**src/hdl/psbl_pkg.sv**
```systemverilog
`default_nettype none

package psbl_pkg;

  // Table geometry
  localparam int unsigned MaxBuckets = 1024;
  localparam int unsigned IdxW       = $clog2(MaxBuckets);
  localparam int unsigned CntW       = $clog2(MaxBuckets + 1);

  // Field and sum widths
  localparam int unsigned ValueW  = 24;
  localparam int unsigned SumW    = 34;
  localparam int unsigned BucketW = 11;

  // Stream packing
  localparam int unsigned InDataW  = ((ValueW + 7) / 8) * 8;
  localparam int unsigned OutDataW = ((BucketW + 7) / 8) * 8;

  // Command queue between front and back
  localparam int unsigned QueueDepth = 2;
  localparam int unsigned QPtrW      = $clog2(QueueDepth);
  localparam int unsigned QCntW      = $clog2(QueueDepth + 1);

  typedef enum logic {
    OP_LOAD  = 1'b0,
    OP_QUERY = 1'b1
  } op_e;

  typedef struct packed {
    op_e               kind;
    logic [ValueW-1:0] value;
  } cmd_t;

  typedef struct packed {
    logic [BucketW-1:0] bucket_number;
    logic               found;
  } res_t;

endpackage

`default_nettype wire

```
**src/hdl/psbl_front.sv**
```systemverilog
`default_nettype none

// Input side: takes items, tags each as load or query, and buffers them
// in a small FIFO so the search engine can stall without blocking input.
module psbl_front (
  input  wire logic                         clk_i,
  input  wire logic                         rst_ni,
  input  wire logic                         in_valid_i,
  output logic                              in_ready_o,
  input  wire logic                         in_op_i,
  input  wire logic [psbl_pkg::ValueW-1:0]  in_value_i,
  output logic                              cmd_valid_o,
  input  wire logic                         cmd_ready_i,
  output psbl_pkg::cmd_t                    cmd_o
);

  psbl_pkg::cmd_t                   slot_q [psbl_pkg::QueueDepth];
  logic [psbl_pkg::QPtrW-1:0]       wr_ptr_q, wr_ptr_d;
  logic [psbl_pkg::QPtrW-1:0]       rd_ptr_q, rd_ptr_d;
  logic [psbl_pkg::QCntW-1:0]       cnt_q, cnt_d;
  logic                             push, pop;
  psbl_pkg::cmd_t                   cmd_in;

  always_comb begin
    cmd_in.kind  = psbl_pkg::op_e'(in_op_i);
    cmd_in.value = in_value_i;
  end

  assign in_ready_o  = (cnt_q != psbl_pkg::QCntW'(psbl_pkg::QueueDepth));
  assign cmd_valid_o = (cnt_q != '0);
  assign cmd_o       = slot_q[rd_ptr_q];
  assign push        = in_valid_i && in_ready_o;
  assign pop         = cmd_valid_o && cmd_ready_i;

  always_comb begin
    wr_ptr_d = wr_ptr_q;
    rd_ptr_d = rd_ptr_q;
    cnt_d    = cnt_q;
    if (push) begin
      wr_ptr_d = (wr_ptr_q == psbl_pkg::QPtrW'(psbl_pkg::QueueDepth - 1)) ? '0
               : wr_ptr_q + 1'b1;
    end
    if (pop) begin
      rd_ptr_d = (rd_ptr_q == psbl_pkg::QPtrW'(psbl_pkg::QueueDepth - 1)) ? '0
               : rd_ptr_q + 1'b1;
    end
    if (push && !pop) begin
      cnt_d = cnt_q + 1'b1;
    end else if (pop && !push) begin
      cnt_d = cnt_q - 1'b1;
    end
  end

  always_ff @(posedge clk_i or negedge rst_ni) begin
    if (!rst_ni) begin
      wr_ptr_q <= '0;
      rd_ptr_q <= '0;
      cnt_q    <= '0;
    end else begin
      wr_ptr_q <= wr_ptr_d;
      rd_ptr_q <= rd_ptr_d;
      cnt_q    <= cnt_d;
    end
  end

  always_ff @(posedge clk_i) begin
    if (push) begin
      slot_q[wr_ptr_q] <= cmd_in;
    end
  end

endmodule

`default_nettype wire

```
**config.mk**
```make
export PLATFORM = sky130hd
export DESIGN_NAME = psbl_front
export DESIGN_NICKNAME = d
export VERILOG_FILES = /design/src/hdl/psbl_pkg.sv /design/src/hdl/psbl_front.sv
export SDC_FILE = /design/constraint.sdc
export NUM_CORES = 1
export LEC_CHECK = 0
export ABC_CLOCK_PERIOD_IN_PS = 4100
export BUFFER_PORTS_ARGS = -buffer_cell sky130_fd_sc_hd__buf_2
export CORE_AREA = 8 8 71 73
export DETAILED_ROUTE_END_ITERATION = 8
export DIE_AREA = 0 0 79 81
export PLACE_DENSITY = 0.8
export SYNTH_ARGS = -nofsm -noshare
export SYNTH_HDL_FRONTEND = slang
export SYNTH_SLANG_ARGS = --single-unit
```
**constraint.sdc**
```tcl
create_clock -name clk_i -period 4.1 [get_ports clk_i]
set_clock_uncertainty 0.05 [all_clocks]
set_input_delay 0.82 -clock clk_i [delete_from_list [all_inputs] [get_ports clk_i]]
set_output_delay 0.82 -clock clk_i [all_outputs]
set_load 0.01 [all_outputs]
```
* Word level (Yosys, flattened, before mapping) *
Memory sizes are Yosys's and may differ from the RTL's.
Index checks and enable logic that the tools add are counted.

word-level totals
  flip-flop bits (word level) = 4
  memory bits (writable) = 50
  input port bits = 29
  output and inout port bits = 27
  word-level logic and storage cells = 23
  memories = 1

memory list
  name    depth  bits a word  rd ports  clocked after memory_dff  write ports  line              text
  slot_q  2      25           1         0                         1            psbl_front.sv:17  psbl_pkg::cmd_t slot_q [psbl_pkg::QueueDepth];

cells by class
  add/sub/neg operators = 4
  equal/unequal tests = 1
  multiplexer cells = 6
  reductions and logical operators = 8

operators with widths
  kind                                                                 number
  1-bit logical AND                                                    4
  1-bit 2-to-1 mux                                                     4
  2-bit 2-to-1 mux                                                     2
  2-bit nonzero test                                                   2
  1-bit adder (second input constant)                                  2
  2-bit by 1-bit adder with 2-bit output (second input constant)       1
  1-bit logical NOT                                                    2
  2-bit inequality test (second input constant)                        1
  2-bit by 1-bit subtractor with 2-bit output (second input constant)  1

* Logic depth before layout (Yosys ltp) *
Gate-level depths: netlist of the first run.

  depth in word-level cells = 6
  depth in mapped cells = 7
  mapped depth without buffers = 7

* Worst setup path before layout of the first run *
No wires, ideal clock.

  path kind = input port to flip-flop
  from = in in_valid_i
  to = mem slot_q[0][0] in the netlist's numbering (enable)
  library setup time = 0.407 ns
  arrival = 1.977 ns
  data required time = 3.643 ns
  path slack = 1.666 ns
  cell stages on the path = 2
  path buffers = 0
  path through = nand2_1 -> nor2_1

between the ends
  cells in the longest elaborated chain, start to end = 3

ends and longest elaborated chain
  what                                    line              text
  start, declared                         psbl_front.sv:8   input wire logic in_valid_i,
  1-bit logical AND                       psbl_front.sv:32  assign push = in_valid_i && in_ready_o;
  1-bit 2-to-1 mux                        psbl_front.sv:67  if (push) begin
  1-bit 2-to-1 mux (not written as such)  psbl_front.sv:68  slot_q[wr_ptr_q] <= cmd_in;
  end, declared                           psbl_front.sv:17

No other way between the ends.

==> impl_metrics.ini, run 1 <==
[outcome]
status = complete, no violations

[timing]
timing.hold.ws_ns = 0.256
finalCriticalPeriod_ns = 2.71
fin_tns_setup_ns = 0
setup_viol_count_final = 0
fmax_mhz = 369
relSlewSlack = 0.460
fin_crit_sh = 0.660
hold_viol_final = 0
drv_slew = 0
rsz0062_at_grt = false
max_slew.worst_pin.slew_ns = 0.810

[detailed_routing]
num_vias = 1019
dr.pass1.iters = 5
drt-initial-drc-count = 51
viasPerCell = 4.88
ant_nets = 0
drc = 0
routed_wl_mm = 3.53
drt-wirelength-per-cell_um = 16.9

[synth]
yosys_warnings = 0
dominantRegCellSynth = edfxtp_1
ys_seq_elements = 54
synth.most_common_cell = edfxtp_1
synthesis.area_um2 = 2100
synth_top_area_share = 0.715
yosysUniqueCellTypes = 15
ys_seq_area_frac = 0.763
synth_edf_count = 50
synthTopCellsByArea = edfxtp_1 72%, mux2_4 14%, dfrtp_1 4.8%
syn_nets = 126
avgSynthCellArea_um2 = 21.9
synth_top_area_cell = edfxtp_1
ys_async_sr_fraction = 0.0741
syn_inst = 96
synthTopCellsByCount = 50 x edfxtp_1, 19 x mux2_4, 6 x mux2_2

[placement]
place_area_um2 = 2410
gp_congestion = 0.662
port_buffers = 55
hpwlAfterDp_mm = 2.72

[cts]
clk_latency_ns = 0.30
cts_root_buf = clkbuf_8
postCtsSetupRepairBufs = 0
numCtsBuffers = 5
clock-sinks = 54
path_clk_slew_ns = 0.09
clock_path_buffers = 2
cts_max_level = 2
tritoncts = done
cts_hold_buf = 0
cts_resized = 0

[grt]
grt_pass1_wl_mm = 5.19
grt_max_degree = 20
grt-ovfl-total = 0
grt_usage = 0.108
gr-max-usage-layer = met2
met2_usage = 0.203
grtUsageMet1 = 0.0999
use_met3 = 0.0453
antenna_found_initial = 0
grt_pass1_vias = 1163

[final_layout]
final_layout_size_suffix_gt1_frac = 0.579
design_area_um2 = 2510
diodes = 0
syn2layout_area_growth_pct = 19.5
multi_input_area_um2 = 445
regArea_um2 = 1600
finalNetCount = 188
fill_cells = 288

[die]
start_util = 0.536
ioPinCount = 56
die_h_um = 81
row_count = 23
core_um2 = 3910
die_area_um2 = 6400
die_x_um = 79

[power_and_ir_drop]
power.density_nw_per_um2 = 683
swShare = 0.298
combinationalPowerShare = 0.346
p_sw_uw = 511
p_int_uw = 1200
power_leakage_uw = 0.00102
ir_drop_uv = 368
power_frac_seq = 0.479
power.share.clock = 0.175

[job]
cap_viol_max_count = 0

[critical_path]
cp.required_ns = 3.23
cp-start-kind = register
crit_path_top_delay_cell = dfrtp_1
critPathKind = register to output pin
crit_chain = buf_4, mux2_2, buf_2
end_kind = output pin
cp_max_fo = 19
cp.arrival_ns = 1.84
cp_slowest_stage_delay_ns = 0.60

[hold_path]
hold_class = primary input to async pin
## critical path: cells and delay by family, from the launching register on
kind	cells	cell delay, ns
buffers and inverters	2	0.53
multiplexers	1	0.39
flip-flops	1	0.60
## final cells by class
class / instances / area share
timing repair buffer: 58 / 0.119
sequential: 54 / 0.638
inverter: 1 / 0.00150
clock buffer: 6 / 0.0329
clock inverter: 2 / 0.00648
multi-input combinational: 38 / 0.177
tap: 50 / 0.0249
## power groups by stage
stage          Clock, uW  Combinational [uW]  Sequential, uW
2_1_floorplan          0                 470             802
3_3_place_gp           0                 587             822
3_5_place_dp           0                 607             836
4_1_cts              308                 609             823
5_1_grt              329                 637             833
6_report             301                 592             821
## final timing paths
check	start	end	slack (ns)	depth (start not counted)
hold / removal	rst_ni	cnt_q[1]	0.26	1
setup / recovery	rd_ptr_q	cmd_o[10]	1.39	3
min in group clk_i	cnt_q[1]	cnt_q[1]	0.47	1
setup reg to reg	cnt_q[0]	slot_q[1][12]	2.16	3
hold reg to reg	cnt_q[1]	cnt_q[1]	0.47	1
max in group asynchronous	rst_ni	cnt_q[0]	3.62	1
## state kept, by name, indices dropped and copies added (netlist names)
signal,flops
slot_q,50
rd_ptr_q,1
wr_ptr_q,1
cnt_q,2
## logic make-up (layout without fill, tap and decap cells)
group	count (synthesis)	count (layout)	synth area share
DFF	54	54	0.763
xor gates and xnor gates	5	5	0.0209
buffers and inverters	4	67	0.0262
muxes	25	25	0.168
and+or+nand+nor	7	7	0.0161
adders and majority gates	1	1	0.00596
## per-layer routing
metal / part of all wire / vias to the layer above
li1: - / 489
met1: 0.35 / 488
met2: 0.54 / 38
met3: 0.091 / 4
met4: 0.012 / 0
met5: 0 / -
## placed cells by master (no fill, tap or decap)
master	netlist	final
edfxtp_1	50	50
buf_2	0	55
clkinvlp_4	0	1
inv_1	1	1
clkbuf_8	0	6
dfrtp_1	4	4
nand2_1	2	2
xnor2_1	3	3
inv_6	0	1
mux2_4	19	19
xor2_1	2	2
nor2_2	0	1
nand2b_1	1	1
buf_4	0	3
and3_1	1	1
mux2_2	6	6
nor2_1	2	1
or2_1	1	1
ha_1	1	1
## per-stage QoR
step / power [uW] / setup slack, ns / std cells / utilization
after global placement: 1410 / 1.76 / 201 / 0.616
after CTS: 1740 / 1.36 / 209 / 0.641
final: 1710 / 1.39 / 209 / 0.641
after global routing: 1800 / 1.28 / 209 / 0.641
after detailed placement: 1440 / 1.71 / 201 / 0.616
after floorplan: 1270 / 1.67 / 96 / -
Note: power is estimated with default switching activity, not from simulation.
==> run 2, diff against run 1 <==
ABC_CLOCK_PERIOD_IN_PS = 2460   (was 4100)
CORE_AREA = 8 8 77 79   (was 8 8 71 73)
DIE_AREA = 0 0 85 87   (was 0 0 79 81)
PLACE_DENSITY = 0.71   (was 0.8)
clock period = 2.46 ns   (was 4.1 ns; I/O delays follow)
==> impl_metrics.ini, run 2 (synthesis results as in run 1) <==
[grt]
grt-ovfl-total = 0
grt_usage = 0.103
grt_pass1_vias = 1146
grt_max_degree = 26
grt_pass1_wl_mm = 5.71
antenna_found_initial = 0

[detailed_routing]
drt-initial-drc-count = 104
drt-wirelength-per-cell_um = 16.2
num_vias = 1022
dr.pass1.iters = 4
ant_nets = 0
drc = 0
viasPerCell = 4.71
routed_wl_mm = 3.51

[placement]
port_buffers = 55
gp_congestion = 0.642
hpwlAfterDp_mm = 2.66

[final_layout]
top_regs = slot_q (50), cnt_q (2)
multi_input_area_um2 = 445
final_layout_size_suffix_gt1_frac = 0.571
mostFrequentLayoutCell = buf_2
diodes = 0
largest_reg_flops = 50
regMostFlops = slot_q
regArea_um2 = 1600
finalNetCount = 190
fill_cells = 396
final_cell_mix = 55 x buf_2, 50 x edfxtp_1, 19 x mux2_4
syn2layout_area_growth_pct = 20.1

[timing]
max_slew.worst_pin.slew_ns = 0.412
fin_tns_setup_ns = 0
rsz0062_at_grt = false
setup_viol_count_final = 0
finalCriticalPeriod_ns = 2.22
relSlewSlack = 0.725
hold_viol_final = 0
fmax_mhz = 450
fin_crit_sh = 0.903
timing.hold.ws_ns = 0.318
drv_slew = 0

[critical_path]
end_kind = output pin
cp-start-kind = register
critPathKind = register to output pin
cp.arrival_ns = 1.68
cp.required_ns = 1.92
cp_max_fo = 10

[cts]
tritoncts = done
clk_latency_ns = 0.30
cts_root_buf = clkbuf_8
numCtsBuffers = 5
clock-sinks = 54
path_clk_slew_ns = 0.09
clock_path_buffers = 2
cts_max_level = 2

[die]
die_area_um2 = 7400
core_um2 = 4850
die_h_um = 87
ioPinCount = 56
start_util = 0.433
die_x_um = 85
row_count = 26

[power_and_ir_drop]
power.density_nw_per_um2 = 1120
ir_drop_uv = 747
power_leakage_uw = 0.00102

[job]
cap_viol_max_count = 0

[hold_path]
hold_class = primary input to register

[outcome]
status = complete, no violations
## run 2: path summary, 6_finish.rpt
path                                from             to  slack [ns]  cells past startpoint
setup reg to reg                cnt_q[0]  slot_q[0][14]        0.72                      4
max in group asynchronous         rst_ni       wr_ptr_q        1.78                      2
hold / removal             in_value_i[1]   slot_q[0][1]        0.32                      1
setup / recovery                rd_ptr_q       cmd_o[3]        0.24                      3
hold reg to reg                 cnt_q[1]       cnt_q[1]        0.45                      1
min in group asynchronous         rst_ni       cnt_q[0]        0.47                      2
## run 2: repair_timing
item / CTS / global route
hold buffers: 1 / 0
hold endpoints to repair: 4 / 0
setup buffers: 0 / 0
gates resized for setup: 0 / 0
## run 2: power by group
group	switching [uW]	total [uW]	internal [uW]
sequential	96.6	1360	1260
combinational	482	1000	522
clock	267	462	195
## run 2: critical path: stages, from the launching register on
cell and delay (ns):
dfrtp_1 0.60, buf_4 0.30, mux2_4 0.32, buf_2 0.14
## run 2: stage by stage
| stage | cells | setup WS [ns] | power, uW | area (um^2) | utilization |
|---|---|---|---|---|---|
| 2_1_floorplan | 96 | 0.238 | 2120 | 2100 | - |
| 3_3_place_gp | 208 | 0.593 | 2360 | 2430 | 0.501 |
| 3_5_place_dp | 208 | 0.562 | 2410 | 2430 | 0.501 |
| 4_1_cts | 217 | 0.215 | 2870 | 2520 | 0.520 |
| 5_1_grt | 217 | 0.146 | 3000 | 2520 | 0.520 |
| 6_report | 217 | 0.240 | 2820 | 2520 | 0.520 |
## run 2: routing by layer
metal,GRT usage,vias up,share of wire
met2,0.163,41,0.46
li1,-,492,-
met5,0,-,0
met1,0.111,482,0.41
met3,0.0632,7,0.12
met4,0.0340,0,0.014
## run 2: area by class of cell
type                            instances  share of cell area
Sequential cell                        54               0.635
Multi-Input combinational cell         38               0.177
Timing Repair Buffer                   60               0.125
Tap cell                               56              0.0278
Clock buffer                            5              0.0273
Clock inverter                          3             0.00645
Inverter                                1             0.00149
